$ cat src/hdl/dchf_pkg.sv
// Shared types and constants for the stereo FIR block.
package dchf_pkg;

    localparam int SAMPLE_W    = 17;
    localparam int COEF_W      = 16;
    localparam int GAIN_W      = 16;
    localparam int CODE_W      = 16;
    localparam int CIDX_W      = 7;
    localparam int P1_W        = SAMPLE_W + COEF_W;
    localparam int P2_W        = P1_W + GAIN_W + 1;
    localparam int SCALE_SHIFT = 27;
    localparam int CFG_IDX_W   = 2;
    localparam int CFG_DATA_W  = 16;

    localparam logic [CODE_W-1:0] OFFSET8  = 16'd127;
    localparam logic [CODE_W-1:0] OFFSET16 = 16'd32767;
    localparam logic [CODE_W-1:0] TOP8     = 16'd255;
    localparam logic [CODE_W-1:0] TOP16    = 16'd65535;

    localparam logic [1:0] OP_SAMPLE = 2'd0;
    localparam logic [1:0] OP_COEF   = 2'd1;
    localparam logic [1:0] OP_TAIL   = 2'd2;

    localparam logic [CFG_IDX_W-1:0] REG_WIDTH_MODE = 2'd0;
    localparam logic [CFG_IDX_W-1:0] REG_SWAP_EARS  = 2'd1;
    localparam logic [CFG_IDX_W-1:0] REG_LEFT_GAIN  = 2'd2;
    localparam logic [CFG_IDX_W-1:0] REG_RIGHT_GAIN = 2'd3;

    localparam logic [GAIN_W-1:0] GAIN_RESET = 16'd2048;

    typedef struct packed {
        logic [1:0]               operation;
        logic [CODE_W-1:0]        left_code;
        logic [CODE_W-1:0]        right_code;
        logic [CIDX_W-1:0]        coef_index;
        logic                     coef_ear;
        logic signed [COEF_W-1:0] coef_value;
    } s_payload_t;

    typedef struct packed {
        logic [CODE_W-1:0] left_out;
        logic [CODE_W-1:0] right_out;
    } m_payload_t;

    typedef struct packed {
        logic signed [SAMPLE_W-1:0] right;
        logic signed [SAMPLE_W-1:0] left;
    } hist_pair_t;

    typedef struct packed {
        logic signed [COEF_W-1:0] right;
        logic signed [COEF_W-1:0] left;
    } tap_pair_t;

    typedef struct packed {
        logic clear;
        logic dv;
        logic fin1;
        logic fin2;
    } lane_ctrl_t;

endpackage

$ cat src/hdl/dchf_lane.sv
// One ear's MAC lane: product, gain product, accumulate, truncate and clamp.
module dchf_lane
    import dchf_pkg::*;
#(
    parameter int TAPS = 128
) (
    input  logic                       aclk,
    input  lane_ctrl_t                 ctrl,
    input  logic signed [SAMPLE_W-1:0] sample,
    input  logic signed [COEF_W-1:0]   tap,
    input  logic [GAIN_W-1:0]          gain,
    input  logic                       mode16,
    output logic [CODE_W-1:0]          result
);

    localparam int AW = P2_W + $clog2(TAPS) + 1;
    localparam int MW = AW - SCALE_SHIFT;

    logic signed [P1_W-1:0] p1_reg;
    logic signed [P2_W-1:0] p2_reg;
    logic                   v1_reg, v2_reg;
    logic signed [AW-1:0]   acc_reg;
    logic [AW-1:0]          abs_val;
    logic [MW-1:0]          mag_reg;
    logic                   neg_reg;
    logic [CODE_W-1:0]      res_reg, res_next;
    logic [CODE_W-1:0]      off, top, head;

    // gain is folded into each product; the sum is unchanged before the final shift
    always_ff @(posedge aclk) begin
        p1_reg <= sample * tap;
        p2_reg <= p1_reg * $signed({1'b0, gain});
        if (ctrl.clear) begin
            v1_reg  <= 1'b0;
            v2_reg  <= 1'b0;
            acc_reg <= '0;
        end else begin
            v1_reg <= ctrl.dv;
            v2_reg <= v1_reg;
            if (v2_reg) begin
                acc_reg <= acc_reg + {{(AW-P2_W){p2_reg[P2_W-1]}}, p2_reg};
            end
        end
    end

    assign abs_val = acc_reg[AW-1] ? AW'(-acc_reg) : AW'(acc_reg);

    always_ff @(posedge aclk) begin
        if (ctrl.fin1) begin
            neg_reg <= acc_reg[AW-1];
            mag_reg <= abs_val[AW-1:SCALE_SHIFT];
        end
        if (ctrl.fin2) begin
            res_reg <= res_next;
        end
    end

    assign off  = mode16 ? OFFSET16 : OFFSET8;
    assign top  = mode16 ? TOP16 : TOP8;
    assign head = top - off;

    always_comb begin
        if (neg_reg) begin
            res_next = (mag_reg > MW'(off)) ? '0 : off - mag_reg[CODE_W-1:0];
        end else begin
            res_next = (mag_reg > MW'(head)) ? top : off + mag_reg[CODE_W-1:0];
        end
    end

    assign result = res_reg;

endmodule

$ cat config.mk
export PLATFORM = sky130hd
export DESIGN_NAME = dchf_lane
export DESIGN_NICKNAME = d
export VERILOG_FILES = /design/src/hdl/dchf_pkg.sv /design/src/hdl/dchf_lane.sv
export SDC_FILE = /design/constraint.sdc
export NUM_CORES = 2
export LEC_CHECK = 0
export ABC_AREA = 1
export BUFFER_PORTS_ARGS = -buffer_cell sky130_fd_sc_hd__clkbuf_2
export CAP_MARGIN = 20
export CELL_PAD_IN_SITES_DETAIL_PLACEMENT = 1
export CELL_PAD_IN_SITES_GLOBAL_PLACEMENT = 2
export CORE_MARGIN = 1.5
export CORE_UTILIZATION = 40
export CTS_BUF_LIST = sky130_fd_sc_hd__clkbuf_2 sky130_fd_sc_hd__clkbuf_4 sky130_fd_sc_hd__clkbuf_8
export CTS_CLUSTER_DIAMETER = 150
export DETAILED_ROUTE_END_ITERATION = 10
export MAX_ROUTING_LAYER = met4
export PLACE_DENSITY = 0.95
export SYNTH_ARGS = -nofsm -noshare
export SYNTH_HDL_FRONTEND = slang
export SYNTH_SLANG_ARGS = --single-unit
export TNS_END_PERCENT = 20
$ cat constraint.sdc
create_clock -name aclk -period 10.5 [get_ports aclk]
set_clock_uncertainty 0.05 [all_clocks]
set_input_delay 1.575 -clock aclk [delete_from_list [all_inputs] [get_ports aclk]]
set_output_delay 1.575 -clock aclk [all_outputs]
set_load 0.02 [all_outputs]
Word-level counts from Yosys, hierarchy flattened

Cells that the tools add are included.

Add/subtract/negate cells: 5
Muxes and demuxes: 6
Order comparisons: 2
$mul: 2

Operators by type and width:

| kind                                     | number |
|---|---|
| 2-to-1 mux 16 bit                        | 4 |
| adder 58 bit                             | 1 |
| negator 58 bit                           | 1 |
| 2-to-1 mux 57 bit                        | 1 |
| multiplier 33 x 17 -> 50 bit             | 1 |
| multiplier 17 x 16 -> 33 bit             | 1 |
| greater-than comparator 31 x 15 -> 1 bit | 1 |
| greater-than comparator 31 x 16 -> 1 bit | 1 |
| adder 15 x 16 -> 16 bit                  | 1 |
| subtractor 15 x 16 -> 16 bit             | 1 |
| subtractor 16 x 15 -> 16 bit             | 1 |
| 2-to-1 mux 15 bit                        | 1 |

Flip-flop bits (word level): 191
Word-level logic and storage cells: 24
Output and inout bits: 16

Logic depth before layout (Yosys ltp)

Word-level depth: 5
Mapped depth: 28
Gate-level depth less buffers: 26

Worst setup path before layout

OpenSTA, ideal clock, no wires.

Path type: input -> register
From: in tap[2]
To: reg p1_reg[32]
Arrival: 7.181 ns
Path buffers: 2
Stages on the path: 19
Library setup time: 0.120 ns
Setup slack: 3.149 ns
Path through: clkbuf_1 > clkbuf_1 > nand2_1 > fa_1 > inv_1 > fa_1 > fa_1 > fa_1 > fa_1 > inv_1 > fa_1 > inv_1 > ha_1 > inv_1 > nor3_1 > nand4_1 > nor4_1 > a21oi_1 > xnor2_1

Longest elaborated chain between the ends: 1

Ends and longest elaborated chain:

| item                         | line            | RTL |
|---|---|---|
| start, declared              | dchf_lane.sv:10 | `input logic signed [COEF_W-1:0] tap,` |
| multiplier 17 x 16 -> 33 bit | dchf_lane.sv:31 | `p1_reg <= sample * tap;` |
| end signal, assigned         | dchf_lane.sv:31 |  |
| end, declared                | dchf_lane.sv:19 | `logic signed [P1_W-1:0] p1_reg;` |

No other way between the ends.
A chain may end at the register's enable or synchronous reset.

Final worst setup path

From: in gain[2]
To: reg p2_reg[42]

Longest elaborated chain between the ends: 1

Ends and longest elaborated chain:

| item                         | line            | RTL |
|---|---|---|
| start, declared              | dchf_lane.sv:11 | `input logic [GAIN_W-1:0] gain,` |
| multiplier 33 x 17 -> 50 bit | dchf_lane.sv:32 | `p2_reg <= p1_reg * $signed({1'b0, gain});` |
| end signal, assigned         | dchf_lane.sv:32 |  |
| end, declared                | dchf_lane.sv:20 | `logic signed [P2_W-1:0] p2_reg;` |

No other way between the ends.

==> summary.txt <==
Outcome
  – Outcome: completed

Global routing
  – Gr ovfl total: 0
  – GRT Overall Usage: 0.264
  – Initial antenna violation count: 4
  – First-pass GRT wire length: 223 mm
  – Vias in the first global route: 40,700
  – Pin count of the biggest net entering global routing: 61

Die
  – Die Ht: 332 um
  – Core Area: 0.107 mm2
  – Top-Level Pins: 71
  – Num rows: 120
  – Die ar.: 0.110 mm2
  – Die X: 332 um
  – Starting Density: 0.404

Drt
  – DRT Pass-1 Iters: 5
  – Detailed router's first-iteration violation count: 1,755
  – Post-route ant nets: 0
  – Post-route DRC: 0
  – Drt total wl: 137 mm
  – Via count: 36,200
  – Vias per inst: 5.03
  – Routed length per instance: 19.0 um

Clock tree
  – CTS tree: built
  – Max clock buf depth: 2
  – Clock-pin slew on the worst setup and hold paths: 0.13 ns
  – Post-cts hold buffer count: 0
  – Num CTS Buffers: 17
  – Clock Sinks: 191
  – CTS H-Tree Depth: 4
  – Clock Tree Root: clkbuf_8
  – Post-CTS Setup Bufs: 0
  – # resized after CTS: 0
  – Latest clock arrival within the worst-skew pair: 0.61 ns

Final layout
  – Largest register FFs: 58
  – Share of cells above drive strength 1: 0.0289
  – Area Overhead vs Synth: 4.14%
  – Fin util: 0.420
  – Fin nets: 6,917
  – Fill cells: 13,500

Timing
  – Crit share post-route: 0.700
  – Headroom to the max-slew limit: 0.208
  – Final setup fails: 0
  – Worst Tran Pin Value: 1.19 ns
  – Setup TNS: 0 ns
  – Setup ws final: 3.15 ns
  – Final Hold Vio Count: 0
  – RSZ-0062 raised after global routing: false
  – Fin crit period: 7.35 ns
  – Max Slew Vio Count: 0
  – WHS: 0.380 ns
  – Fmax: 136 MHz

Setup path
  – Critical Path AT: 7.82 ns
  – Reg2reg start: p1_reg[9]
  – Buffers plus inverters on the worst setup path: 5
  – Crit-path most repeated cell: fa_1
  – Critical Path Source: gain[2]
  – Worst setup EP type: register
  – Max incr delay on CP: 0.87 ns
  – CP max-delay cell: fa_1
  – Crit path required time: 10.96 ns
  – Critical path class: input port to register
  – CP max FO: 33
  – Family with the most delay on the worst path: adder cells
  – Worst path cell trace: clkbuf_2, nand2_1, inv_1, fa_1, fa_1, inv_1, fa_1, fa_1, fa_1, fa_1, inv_1, ha_1, nand2_1, nor2_2, inv_1, nor4_1, nand3_1, nand3_1, xor2_1
  – Startpoint types: input port

Placed design
  – Gpl congestion: 0.932
  – DP HPWL: 117 mm
  – Port bufs: 70
  – Pre-CTS setup slack: 2.57 ns

Synthesis
  – Net count after synthesis: 7,033
  – Syn Inst Count: 5,910
  – Area contributors post-synth: fa_1 (36%), inv_1 (15%), nand2_1 (13%), ha_1 (8.3%), dfxtp_1 (6.6%)
  – Leading area contributor after synthesis: fa_1
  – Ys async rst share: 0
  – Sequential cell area fraction in the yosys report: 0.0996
  – Yosys reg bits: 191
  – Post-synth top flop: dfxtp_1
  – Synth cell types: 49
  – YS warnings: 0
  – Syn avg cell area: 7.31 um2
  – Synthesized cell area: 0.0432 mm2
  – Top cell type's share of synthesized area: 0.362
  – Number of synthesized flops with an enable pin: 48

Worst hold path
  – Worst hold path class: register to register
  – Hold path startpoint: v1_reg

Job
  – MaxCap Viol Count: 0
[routing by layer]
| metal | track usage | wire length, um | up-vias |
|---|---|---|---|
| li1 | - | - | 16900 |
| met1 | 0.326 | 59400 | 18400 |
| met2 | 0.463 | 68800 | 784 |
| met3 | 0.0231 | 5430 | 172 |
| met4 | 0.0697 | 3260 | 0 |
| met5 | - | 0 | - |
[cell families (layout without fill, tap and decap cells)]
kind of cell	Yosys count	after routing	synth area share
AOI/OAI and AO/OA	473	473	0.0608
xor gates and xnor gates	147	147	0.0298
adders and majority gates	1068	1068	0.445
buffers and inverters	1897	1794	0.165
DFF	191	191	0.0996
other	0	2	0
and+or+nand+nor	2134	2134	0.200
[path summary, 6_finish.rpt]
path	endpoint	slack (ns)	cells after the start
worst max-delay path	p2_reg[42]	3.15	19
worst min-delay path	v2_reg	0.38	2
worst max register to register	p2_reg[36]	3.91	21
worst min register to register	v2_reg	0.38	2
[worst register-to-register path: cells and delay by family, from the launching register on]
family | cells | cell delay, ns
fa+ha+maj | 7 | 3.19
simple gates | 9 | 1.33
flops | 1 | 1.11
compound gates | 1 | 0.37
xor+xnor | 1 | 0.27
buf+inv | 3 | 0.15
[placed cells by master, fill, tap and decap left out, types with 4 or more instances in the layout]
cell type	n
buf_4	15
o21a_1	6
o31ai_1	9
nand4_1	46
o21bai_1	37
o211ai_1	6
nor2_1	344
clkbuf_2	69
nor2_2	5
inv_1	1669
nand3_2	4
xnor2_1	33
fa_1	781
xor2_1	114
nand3_1	174
a21o_1	15
nand2_1	1465
a211oi_1	4
nor3_1	38
edfxtp_1	48
nand2_2	8
nand3b_1	7
a31oi_1	22
clkbuf_8	17
ha_1	287
or2_2	11
o21ai_1	8
inv_2	7
o21ai_0	144
clkinv_8	4
a21oi_1	211
nor3_2	4
dfxtp_1	142
nor4_1	15
[area by class of cell]
cell class              instances  area [um2]  share of cell area
clock inverters                15         169             0.00375
repair buffers                 85         463              0.0103
diodes                          2        5.00            0.000111
flip-flops and latches        191        4310              0.0957
multi-input cells            3822       31800               0.706
well taps                    1403        1760              0.0390
inverters                    1677        6290               0.140
clock buffers                  17         234             0.00520
[Yosys cell counts (3+ instances only)]
cell	n
a21boi_0	3
dfxtp_1	143
nand3_2	4
o21bai_1	37
o31ai_1	9
xnor2_1	33
a21oi_1	211
inv_2	6
buf_1	3
edfxtp_1	48
and3_1	3
nand2_2	8
nand3_1	174
clkbuf_1	209
nor4_1	15
or2_2	11
nor3_1	38
o21ai_1	8
o211ai_1	6
fa_1	781
xor2_1	114
nand3b_1	7
ha_1	287
nor2_2	5
nor3_2	4
nand2_1	1465
a21o_1	15
nor2_1	344
o21a_1	6
buf_2	7
a211oi_1	4
inv_1	1670
o21ai_0	144
a31oi_1	22
nand4_1	46
nor4_2	3
[per-stage QoR]
| step | cells | area [um2] |
|---|---|---|
| after floorplan | 5910 | 43200 |
| after global placement | 7178 | 44600 |
| after detailed placement | 7178 | 44600 |
| after CTS | 7210 | 45000 |
| after global routing | 7212 | 45000 |
| final | 7212 | 45000 |
Power is left out: the tool's default activity adds up to more than one toggle a clock period on the data nets, which glitch-free logic cannot reach.
